===== src/irad_pkg.sv =====
// Shared types and constants for the integer radical block.
// No dependencies; imported by irad_alu and integer_radical.
package irad_pkg;

  // Default width of the operand and result
  localparam int IRAD_VALUE_BITS = 31;

  // Operations of the shared shift/add unit
  typedef enum logic {
    IRAD_OP_DIV = 1'b0,
    IRAD_OP_MUL = 1'b1
  } irad_op_t;

  // Launch request from the sequencer to the arithmetic unit
  typedef struct packed {
    logic     start;
    irad_op_t op;
  } irad_req_t;

endpackage


===== src/integer_radical.sv =====
// Integer radical, top level: trial-division sequencer around irad_alu.
// Depends on irad_pkg and irad_alu.
//
// Returns the product of the distinct prime factors of in_n_value (1 for 0 and 1).
// A request is taken when start is high and busy is low; busy drops in the cycle
// the result is presented, so the next request can be taken at the edge that ends
// it. The result appears on out_radical for exactly one cycle with out_valid high
// and cannot be stalled. Every step runs on one shared bit-serial divide/multiply
// unit, so divisions and multiplications run one after another. A request
// performs D + M operations on that unit, where D is the number of trial and
// divide-out divisions (roughly one per candidate up to the square root of the
// shrinking remainder) and M the number of distinct primes.
// A prime near 2^31 needs about 46k divisions.
module integer_radical #(
  parameter int VALUE_BITS = irad_pkg::IRAD_VALUE_BITS
) (
  input  logic                  clk,
  input  logic                  rst_n,
  input  logic                  start,
  output logic                  busy,
  input  logic [VALUE_BITS-1:0] in_n_value,
  output logic                  out_valid,
  output logic [VALUE_BITS-1:0] out_radical
);
  import irad_pkg::*;

  typedef enum logic [1:0] {
    S_IDLE,
    S_DIV,
    S_MUL
  } state_t;

  state_t                state_r, state_nxt;
  logic [VALUE_BITS-1:0] v_r, v_nxt;       // remaining value
  logic [VALUE_BITS-1:0] d_r, d_nxt;       // candidate divisor
  logic [VALUE_BITS-1:0] prod_r, prod_nxt; // running product
  logic                  divout_r, divout_nxt; // dividing out a found factor
  logic                  final_r, final_nxt;   // last multiply by leftover prime
  logic                  start_r, start_nxt;
  logic                  valid_r, valid_nxt;
  logic [VALUE_BITS-1:0] rad_r, rad_nxt;

  irad_req_t             alu_req;
  logic                  alu_done;
  logic [VALUE_BITS-1:0] alu_main, alu_rem;

  // Launch request and operands for the shared unit
  always_comb begin
    alu_req.start = start_r;
    alu_req.op    = (state_r == S_MUL) ? IRAD_OP_MUL : IRAD_OP_DIV;
  end

  irad_alu #(
    .VALUE_BITS(VALUE_BITS)
  ) u_alu (
    .clk      (clk),
    .rst_n    (rst_n),
    .req      (alu_req),
    .opa      ((state_r == S_MUL) ? prod_r : v_r),
    .opb      ((state_r == S_MUL) ? (final_r ? v_r : d_r) : d_r),
    .done     (alu_done),
    .res_main (alu_main),
    .res_rem  (alu_rem)
  );

  // Trial-division sequencer
  always_comb begin
    state_nxt  = state_r;
    v_nxt      = v_r;
    d_nxt      = d_r;
    prod_nxt   = prod_r;
    divout_nxt = divout_r;
    final_nxt  = final_r;
    start_nxt  = 1'b0;
    valid_nxt  = 1'b0;
    rad_nxt    = rad_r;
    case (state_r)
      S_IDLE: begin
        if (start) begin
          v_nxt      = in_n_value;
          d_nxt      = VALUE_BITS'(2);
          prod_nxt   = VALUE_BITS'(1);
          divout_nxt = 1'b0;
          final_nxt  = 1'b0;
          start_nxt  = 1'b1;
          state_nxt  = S_DIV;
        end
      end
      S_DIV: begin
        if (alu_done) begin
          if (divout_r) begin
            // Keep dividing the factor out, then move to the next candidate
            if (alu_rem == '0) begin
              v_nxt = alu_main;
            end else begin
              d_nxt      = d_r + 1'b1;
              divout_nxt = 1'b0;
            end
            start_nxt = 1'b1;
          end else if (d_r > alu_main) begin
            // Candidate passed the square root: leftover is 1 or a prime
            final_nxt = 1'b1;
            if (v_r > VALUE_BITS'(1)) begin
              state_nxt = S_MUL;
              start_nxt = 1'b1;
            end else begin
              rad_nxt   = prod_r;
              valid_nxt = 1'b1;
              state_nxt = S_IDLE;
            end
          end else if (alu_rem == '0) begin
            // New prime factor: take it once into the product
            v_nxt     = alu_main;
            state_nxt = S_MUL;
            start_nxt = 1'b1;
          end else begin
            d_nxt     = d_r + 1'b1;
            start_nxt = 1'b1;
          end
        end
      end
      S_MUL: begin
        if (alu_done) begin
          prod_nxt = alu_main;
          if (final_r) begin
            rad_nxt   = alu_main;
            valid_nxt = 1'b1;
            state_nxt = S_IDLE;
          end else begin
            divout_nxt = 1'b1;
            start_nxt  = 1'b1;
            state_nxt  = S_DIV;
          end
        end
      end
      default: begin
        state_nxt = S_IDLE;
      end
    endcase
  end

  // State and registered outputs
  always_ff @(posedge clk) begin
    if (!rst_n) begin
      state_r  <= S_IDLE;
      start_r  <= 1'b0;
      valid_r  <= 1'b0;
      divout_r <= 1'b0;
      final_r  <= 1'b0;
    end else begin
      state_r  <= state_nxt;
      start_r  <= start_nxt;
      valid_r  <= valid_nxt;
      divout_r <= divout_nxt;
      final_r  <= final_nxt;
    end
    v_r    <= v_nxt;
    d_r    <= d_nxt;
    prod_r <= prod_nxt;
    rad_r  <= rad_nxt;
  end

  assign busy        = (state_r != S_IDLE);
  assign out_valid   = valid_r;
  assign out_radical = rad_r;

`ifndef SYNTH
  // Result strobe lasts a single cycle
  a_valid_pulse: assert property (@(posedge clk) disable iff (!rst_n)
    out_valid |=> !out_valid)
    else $error("out_valid held for more than one cycle");

  // Unit completions only arrive while a computation is running
  a_done_in_run: assert property (@(posedge clk) disable iff (!rst_n)
    alu_done |-> (state_r == S_DIV || state_r == S_MUL))
    else $error("arithmetic unit finished while sequencer idle");

  // A radical is never zero
  a_rad_nonzero: assert property (@(posedge clk) disable iff (!rst_n)
    out_valid |-> (out_radical != '0))
    else $error("zero radical returned");

  // A launch never coincides with a completion of the shared unit
  a_no_overlap: assert property (@(posedge clk) disable iff (!rst_n)
    start_r |-> !alu_done)
    else $error("shared unit relaunched during completion");
`endif

endmodule


===== src/irad_alu.sv =====
// Shared bit-serial arithmetic unit: restoring divide or shift-add multiply.
// Depends on irad_pkg (irad_req_t, irad_op_t).
module irad_alu #(
  parameter int VALUE_BITS = irad_pkg::IRAD_VALUE_BITS
) (
  input  logic                  clk,
  input  logic                  rst_n,
  input  irad_pkg::irad_req_t   req,
  input  logic [VALUE_BITS-1:0] opa,      // dividend or multiplicand
  input  logic [VALUE_BITS-1:0] opb,      // divisor or multiplier
  output logic                  done,     // one-cycle pulse, results valid
  output logic [VALUE_BITS-1:0] res_main, // quotient or product
  output logic [VALUE_BITS-1:0] res_rem   // remainder
);
  import irad_pkg::*;

  localparam int CNT_W = (VALUE_BITS > 1) ? $clog2(VALUE_BITS) : 1;

  logic [VALUE_BITS-1:0] acc_r, acc_nxt;
  logic [VALUE_BITS-1:0] shf_r, shf_nxt;
  logic [VALUE_BITS-1:0] opnd_r, opnd_nxt;
  logic [CNT_W-1:0]      cnt_r, cnt_nxt;
  irad_op_t              op_r, op_nxt;
  logic                  busy_r, busy_nxt;
  logic                  done_r, done_nxt;

  // One adder/subtractor shared by both operations
  logic [VALUE_BITS:0] x_op, y_op, sum;
  logic                qbit;

  always_comb begin
    x_op = {acc_r, (op_r == IRAD_OP_DIV) ? shf_r[VALUE_BITS-1] : 1'b0};
    if (op_r == IRAD_OP_DIV) begin
      y_op = {1'b0, opnd_r};
      sum  = x_op - y_op;
    end else begin
      y_op = shf_r[VALUE_BITS-1] ? {1'b0, opnd_r} : '0;
      sum  = x_op + y_op;
    end
    // Trial subtract succeeds when no borrow
    qbit = ~sum[VALUE_BITS];
  end

  // Step control
  always_comb begin
    acc_nxt  = acc_r;
    shf_nxt  = shf_r;
    opnd_nxt = opnd_r;
    cnt_nxt  = cnt_r;
    op_nxt   = op_r;
    busy_nxt = busy_r;
    done_nxt = 1'b0;
    if (req.start) begin
      acc_nxt  = '0;
      op_nxt   = req.op;
      shf_nxt  = (req.op == IRAD_OP_DIV) ? opa : opb;
      opnd_nxt = (req.op == IRAD_OP_DIV) ? opb : opa;
      cnt_nxt  = CNT_W'(VALUE_BITS - 1);
      busy_nxt = 1'b1;
    end else if (busy_r) begin
      if (op_r == IRAD_OP_DIV) begin
        // partial remainder stays below the divisor, so it fits the field
        acc_nxt = qbit ? sum[VALUE_BITS-1:0] : x_op[VALUE_BITS-1:0];
        shf_nxt = {shf_r[VALUE_BITS-2:0], qbit};
      end else begin
        acc_nxt = sum[VALUE_BITS-1:0];
        shf_nxt = {shf_r[VALUE_BITS-2:0], 1'b0};
      end
      cnt_nxt = cnt_r - 1'b1;
      if (cnt_r == '0) begin
        busy_nxt = 1'b0;
        done_nxt = 1'b1;
      end
    end
  end

  always_ff @(posedge clk) begin
    if (!rst_n) begin
      busy_r <= 1'b0;
      done_r <= 1'b0;
      op_r   <= IRAD_OP_DIV;
      cnt_r  <= '0;
    end else begin
      busy_r <= busy_nxt;
      done_r <= done_nxt;
      op_r   <= op_nxt;
      cnt_r  <= cnt_nxt;
    end
    acc_r  <= acc_nxt;
    shf_r  <= shf_nxt;
    opnd_r <= opnd_nxt;
  end

  assign done     = done_r;
  assign res_main = (op_r == IRAD_OP_DIV) ? shf_r : acc_r;
  assign res_rem  = acc_r;

endmodule

===== config.mk =====
export PLATFORM = sky130hd
export DESIGN_NAME = integer_radical
export DESIGN_NICKNAME = d
export VERILOG_FILES = /design/src/irad_pkg.sv /design/src/integer_radical.sv /design/src/irad_alu.sv
export SDC_FILE = /design/constraint.sdc
export NUM_CORES = 1
export LEC_CHECK = 0
export ABC_AREA = 0
export BUFFER_PORTS_ARGS = -buffer_cell sky130_fd_sc_hd__clkbuf_2
export CAP_MARGIN = 20
export CORE_MARGIN = 2
export CORE_UTILIZATION = 35
export DETAILED_ROUTE_END_ITERATION = 12
export MAX_ROUTING_LAYER = met4
export SYNTH_ARGS = -nofsm -noshare
export SYNTH_HDL_FRONTEND = slang
export SYNTH_HIERARCHICAL = 1
export SYNTH_SLANG_ARGS = --single-unit
export TNS_END_PERCENT = 5

===== constraint.sdc =====
create_clock -name clk -period 8.3 [get_ports clk]
set_input_delay 2.49 -clock clk [delete_from_list [all_inputs] [get_ports clk]]
set_output_delay 2.49 -clock clk [all_outputs]
set_load 0.02 [all_outputs]

==> results of run 1 <==
-- sequential cells by signal, summed over array words and instances (netlist names), 2 cells and up --
signal         flops
d_r               31
out_radical       31
prod_r            31
u_alu/opnd_r      31
u_alu/res_rem     31
u_alu/shf_r       31
v_r               31
u_alu/cnt_r        5
state_r            2
-- path summary, 6_finish.rpt --
| path | start | endpoint | slack (ns) |
|---|---|---|---|
| min reg2reg | divout_r | divout_r | 0.51 |
| min | divout_r | divout_r | 0.51 |
| max | u_alu/opnd_r[3] | u_alu/res_rem[12] | 2.99 |
| max reg2reg | u_alu/opnd_r[3] | u_alu/res_rem[12] | 2.99 |
-- area by class of cell --
cell class | instances | area (sq um) | share of cell area
clock buffers | 28 | 679 | 0.0395
clock inverters | 20 | 228 | 0.0133
inverters | 59 | 221 | 0.0129
multi-input cells | 1110 | 8360 | 0.487
flip-flops and latches | 231 | 6490 | 0.378
well taps | 585 | 732 | 0.0426
repair buffers | 82 | 463 | 0.0269
-- cells in the final DEF, fill, tap and decap left out, types with 19 or more instances in the layout --
master,instances
a21o_1,20
a21oi_1,84
and2_1,59
clkbuf_16,27
clkbuf_2,66
dfxtp_1,43
edfxtp_1,186
ha_1,72
inv_1,58
mux2_2,187
mux2i_1,34
nand2_1,79
nand3_1,67
nand4_1,22
nor2_1,94
nor3_1,23
nor4_1,26
o211ai_1,19
o21ai_0,64
xnor2_1,56
xor2_1,25
-- power groups by stage --
stage / clock, mW / combinational [mW] / sequential, mW
floorplan: 0 / 2.28 / 2.10
global placement: 0 / 2.96 / 2.29
detailed placement: 0 / 3.00 / 2.30
CTS: 1.26 / 3.02 / 2.28
global route: 1.31 / 3.34 / 2.34
finish: 1.24 / 3.04 / 2.29
-- worst register-to-register path, delay by kind of cell, from the launching register on --
family / cells / cell delay (ns)
AND/OR/NAND/NOR: 11 / 2.44
AO/OA/AOI/OAI: 4 / 1.71
flip-flops: 1 / 0.44
adder cells (fa/ha/maj): 1 / 0.44
XOR/XNOR: 1 / 0.16
-- logic make-up after synthesis --
kind of cell / Yosys count / share of synthesized area
fa+ha+maj: 75 / 0.0617
mux: 221 / 0.160
compound gates: 286 / 0.118
buf+inv: 135 / 0.0350
simple gates: 446 / 0.155
flops: 231 / 0.423
xor+xnor: 82 / 0.0473
-- layer usage --
metal | vias to the layer above | part of all wire
met1 | 5627 | 0.47
met2 | 335 | 0.45
li1 | 5580 | -
met5 | - | 0
met3 | 52 | 0.057
met4 | 0 | 0.021
-- stage by stage --
stage               power, mW  worst slack (ns)  area [sq um]  cells
floorplan                4.38              2.73         15300   1476
finish                   6.57              2.99         17200   2115
CTS                      6.57              3.03         17200   2114
global placement         5.25              3.11         16300   2066
global route             6.99              2.55         17200   2115
detailed placement       5.30              3.05         16300   2066
==> results.md, run 1 <==
- Starting Density: 0.355
- Most numerous cell in the Yosys netlist: mux2_2
- Post-CTS setup buffers: 0
- Status: finished clean
- Drt initial violations: 1,002
- Critical path depth: 17
- Top Usage Layer GRT: met2
- Fmax: 188 MHz
- # diodes: 0
- Slew Viols, Final: 0
- Post-route ant nets: 0
- First-pass GRT wire length: 64.5 mm
- H-Tree Depth: 1
- Setup violators final: 0
- Setup tns final: 0 ns
- Crit Path Category: flip-flop to flip-flop
- Post-layout util: 0.398
- M1 GR Usage: 0.264
- Syn_area_per_cell: 10.4 sq um
- Hold slack: 0.510 ns
- Largest stage delay, worst path: 0.95 ns
- Max_cap viols: 0
- Comb pwr share: 0.463
- Family with the most delay on the worst path: simple AND/OR/NAND/NOR gates
- Final period utilization: 0.639
- Clk_skew: 0.0121 ns
- Root buffer cell: clkbuf_16
- M3 GR Usage: 0.0228
- Die area: 45,500 sq um
- Worst setup SP type: flip-flop
- Hold path depth: 2
- CP Data Required Time: 8.72 ns
- Slew headroom: 0.247
- Filler cell count: 4,236
- CTS buffer count: 26
- Routed WL: 41.5 mm
- Psw: 2.73 mW
- Pin count of the biggest net entering global routing: 74
- Vias per cell: 5.48
- Synth cell types: 76
- Die height: 213 microns
- Post-synthesis register bit count: 231
- Clock Latency Late Sink: 0.54 ns
- Sinks on Clock Net: 231
- Internal power: 3.84 mW
- Crit-path most repeated cell: nor2_1
- Final hold vios: 0
- Commonest cells post-synth: 187 x mux2_2, 186 x edfxtp_1, 95 x nor2_1, 84 x a21oi_1, 79 x nand2_1
- Mapped Cells: 1,476
- Async S/R FF share, synth: 0
- Cell row count: 76
- Via Count: 11,600
- Synth area leaders: edfxtp_1 36%, mux2_2 14%, ha_1 6.0%
- Prevailing post-synth register cell: edfxtp_1
- Worst Tran Pin Value: 1.13 ns
- Post-Syn Nets: 1,585
- Critical Path End Type: flip-flop
- Worst path slowest cell: a211oi_4
- Synth warn: 6
- Gr usage total: 0.187
- Critical-path cell list: or3_1, nor2_1, nand3b_1, nor2_1, nand2_1, nor3_1, xor2_1, o21ai_0, ha_1, and4_1, nand3_1, nor3_1, nand3_1, a21o_1, a211oi_4, nor2_1, a221o_1
- P&R area growth vs syn: 12.1%
- CP Data Arrival Time: 5.73 ns
- Detailed-route DRC error count: 0
- Power Dens Cells: 382 nW/um^2
- GR Layer Usage met2: 0.286
- Post-synthesis sequential area ratio: 0.423
- Post-synth top area share: 0.364
- Vias in the first global route: 11,100
- Leakage: 6.26 nW
- WP buf/inv: 0
- Leading area contributor after synthesis: edfxtp_1
- RSZ-0062 raised after global routing: no
- Post-DP HPWL: 29.7 mm
- Cell area after synthesis: 15,300 sq um
- I/O Pins: 67
- Worst-path fanout max: 26
- Tmin final: 5.31 ns
- Clock power share: 0.188
- Clock Tree Buf Depth: 3
- Core Area: 43,200 sq um
- Layout cells sized above 1: 0.224
- Drt pass-1 iters: 5
- Routed WL per cell: 19.6 microns
- Cts hold-fix bufs: 0
- Die X: 213 microns
- GPL Wtd Cong: 0.861
- GR Overflow Total: 0
- Number of synthesized flops with an enable pin: 186
- CTS tree: yes
- VDD IR max: 0.000223 V
- # nets final: 1,619
- R2r worst-path depth: 17
- Sequential Power Share: 0.349
- Worst-path clk slew: 0.07 ns
- Switching power share of the total: 0.415
- Resized cells post-CTS: 0
- Initial antenna violation count: 0
- Worst hold path class: flip-flop to flip-flop
- IO Port Bufs: 66
(Power assumes the default switching activity.)
==> run 2, diff against run 1 <==
- clock period: 8.3 -> 4.9 ns (I/O delays scaled with it)
==> run 2 against run 1 <==
Net effect:
- clock skew up 0.0058 ns
- fmax up 15%
- sequential share of layout area down 0.18 points
- flip-flop and latch count unchanged
- via count up 1.5%
- hold slack worse by 0.0051 ns
- sequential power up 69%
- largest power group unchanged
==> results.md, run 2 (synthesis results as in run 1) <==
- Status: finished clean (unchanged)
- Core Area: 43,200 sq um (unchanged)
- Most frequent cells in the layout: 187 x mux2_2, 186 x edfxtp_1, 94 x nor2_1, 81 x a21oi_1, 79 x nand2_1 (was 187 x mux2_2, 186 x edfxtp_1, 94 x nor2_1, 84 x a21oi_1, 79 x nand2_1)
- Clock Tree Buf Depth: 3 (unchanged)
- Setup violators final: 0 (unchanged)
- Setup tns final: 0 ns (unchanged)
- Layout cells sized above 1: 0.233 (was 0.224)
- Post-route ant nets: 0 (unchanged)
- IO Port Bufs: 66 (unchanged)
- Power Dens Cells: 641 nW/um^2 (was 382 nW/um^2)
- Sequential Power Share: 0.351 (was 0.349)
- Clock Latency Late Sink: 0.55 ns (was 0.54 ns)
- CTS tree: yes (unchanged)
- Cell row count: 76 (unchanged)
- Cts hold-fix bufs: 0 (unchanged)
- WP buf/inv: 1 (was 0)
- Root buffer cell: clkbuf_16 (unchanged)
- Sinks on Clock Net: 231 (unchanged)
- P&R area growth vs syn: 12.6% (was 12.1%)
- Pin count of the biggest net entering global routing: 110 (was 74)
- GR Overflow Total: 0 (unchanged)
- Internal power: 6.44 mW (was 3.84 mW)
- Detailed-route DRC error count: 0 (unchanged)
- CP Data Required Time: 5.36 ns (was 8.72 ns)
- Tmin final: 4.63 ns (was 5.31 ns)
- Critical Path End Type: flip-flop (unchanged)
- Hold slack: 0.505 ns (was 0.510 ns)
- # nets final: 1,633 (was 1,619)
- Inst Count DP: 2,079 (was 2,066)
- Die area: 45,500 sq um (unchanged)
- Worst-path fanout max: 10 (was 26)
- Switching power share of the total: 0.418 (was 0.415)
- Psw: 4.63 mW (was 2.73 mW)
- I/O Pins: 67 (unchanged)
- GPL Wtd Cong: 0.883 (was 0.861)
- Final hold vios: 0 (unchanged)
- Vias in the first global route: 11,100 (about the same)
- Worst Tran Pin Value: 1.06 ns (was 1.13 ns)
- Worst path slowest cell: or4_1 (was a211oi_4)
- Worst setup SP type: flip-flop (unchanged)
- Vias per cell: 5.53 (was 5.48)
- Clk_skew: 0.0180 ns (was 0.0121 ns)
- Final period utilization: 0.945 (was 0.639)
- Filler cell count: 4,212 (was 4,236)
- Layout Cells excl Fill: 2,128 (was 2,115)
- Comb pwr share: 0.480 (was 0.463)
- Slew Viols, Final: 0 (unchanged)
- Leakage: 6.28 nW (was 6.26 nW)
- First-pass GRT wire length: 64.8 mm (was 64.5 mm)
- Initial antenna violation count: 0 (unchanged)
- Die X: 213 microns (unchanged)
- Family with the most delay on the worst path: simple AND/OR/NAND/NOR gates (unchanged)
- Routed WL per cell: 19.7 microns (was 19.6 microns)
- Routed WL: 41.9 mm (was 41.5 mm)
- CTS buffer count: 25 (was 26)
- H-Tree Depth: 1 (unchanged)
- VDD IR max: 0.000296 V (was 0.000223 V)
- # diodes: 0 (unchanged)
- Via Count: 11,800 (was 11,600)
- RSZ-0062 raised after global routing: no (unchanged)
- Post-DP HPWL: 30.4 mm (was 29.7 mm)
- Drt initial violations: 829 (was 1,002)
- Crit Path Category: flip-flop to flip-flop (unchanged)
- Commonest non-fill, non-tap cell in the layout: mux2_2 (unchanged)
- Starting Density: 0.355 (unchanged)
- Critical-path cell list: or3_1, nor2_1, nand3b_1, nor2_1, buf_4, and3_1, nand2b_1, xnor2_1, o21ai_1, ha_2, a21o_1, a21o_1, a21oi_1, o21a_1, a21o_2, a211oi_2, or4_1, a311oi_1 (was or3_1, nor2_1, nand3b_1, nor2_1, nand2_1, nor3_1, xor2_1, o21ai_0, ha_1, and4_1, nand3_1, nor3_1, nand3_1, a21o_1, a211oi_4, nor2_1, a221o_1)
- Worst-path clk slew: 0.07 ns (about the same)
- Largest stage delay, worst path: 0.54 ns (was 0.95 ns)
- Die height: 213 microns (unchanged)
- Fmax: 216 MHz (was 188 MHz)
- Drt pass-1 iters: 5 (unchanged)
- Max_cap viols: 0 (unchanged)
- Worst hold path class: flip-flop to flip-flop (unchanged)
- Gr usage total: 0.189 (was 0.187)
- Slew headroom: 0.291 (was 0.247)
- Clock power share: 0.169 (was 0.188)
- CP Data Arrival Time: 5.09 ns (was 5.73 ns)
==> run 2: metrics by stage <==
stage	setup WS, ns	power (mW)	util	cell area, sq um
3_5_place_dp	0.148	9.12	0.380	16400
3_3_place_gp	0.188	9.00	0.380	16400
2_1_floorplan	-0.320	7.42	-	15300
4_1_cts	0.143	11.0	0.399	17200
6_report	0.268	11.1	0.400	17300
5_1_grt	0.0144	11.8	0.400	17300
==> run 2: worst paths after layout <==
kind                   start                 to  slack [ns]  cells after the start
max          u_alu/opnd_r[3]  u_alu/res_rem[16]        0.27                     18
min                 divout_r           divout_r        0.50                      2
max reg2reg  u_alu/opnd_r[3]  u_alu/res_rem[16]        0.27                     18
min reg2reg         divout_r           divout_r        0.50                      2
==> run 2: cell type report <==
type,count,area (sq um),area share
clock inverter,11,111,0.00645
clock buffer,35,683,0.0396
timing repair buffer,96,622,0.0360
sequential,231,6490,0.376
multi-input combinational,1111,8400,0.487
tap,585,732,0.0424
inverter,59,221,0.0128
==> run 2: what timing repair did <==
| item | 4_1_cts | 5_1_grt |
|---|---|---|
| endpoints found under the setup margin | 0 | 30 |
| endpoints found under the hold margin | 0 | 0 |
| gates resized for setup | 0 | 14 |
| buffers inserted | 0 | 1 |
==> run 2: power by group through the flow <==
stage / logic, mW / clock network, mW / registers (mW)
after global routing: 5.85 / 1.97 / 3.97
after CTS: 5.26 / 1.91 / 3.86
final: 5.31 / 1.87 / 3.88
after global placement: 5.11 / 0 / 3.89
after detailed placement: 5.21 / 0 / 3.90
after floorplan: 3.86 / 0 / 3.56
==> run 2: routing by layer <==
layer	GRT usage	wire length [microns]	vias up
li1	-	-	5632
met1	0.264	19600	5772
met4	0.0505	979	0
met2	0.289	19200	315
met5	-	0	-
met3	0.0240	2140	48
==> run 2: worst min-delay path, stage by stage, from the launching register on <==
cell,delay (ns)
dfxtp_1,0.33
nand2_1,0.06
a21boi_0,0.06
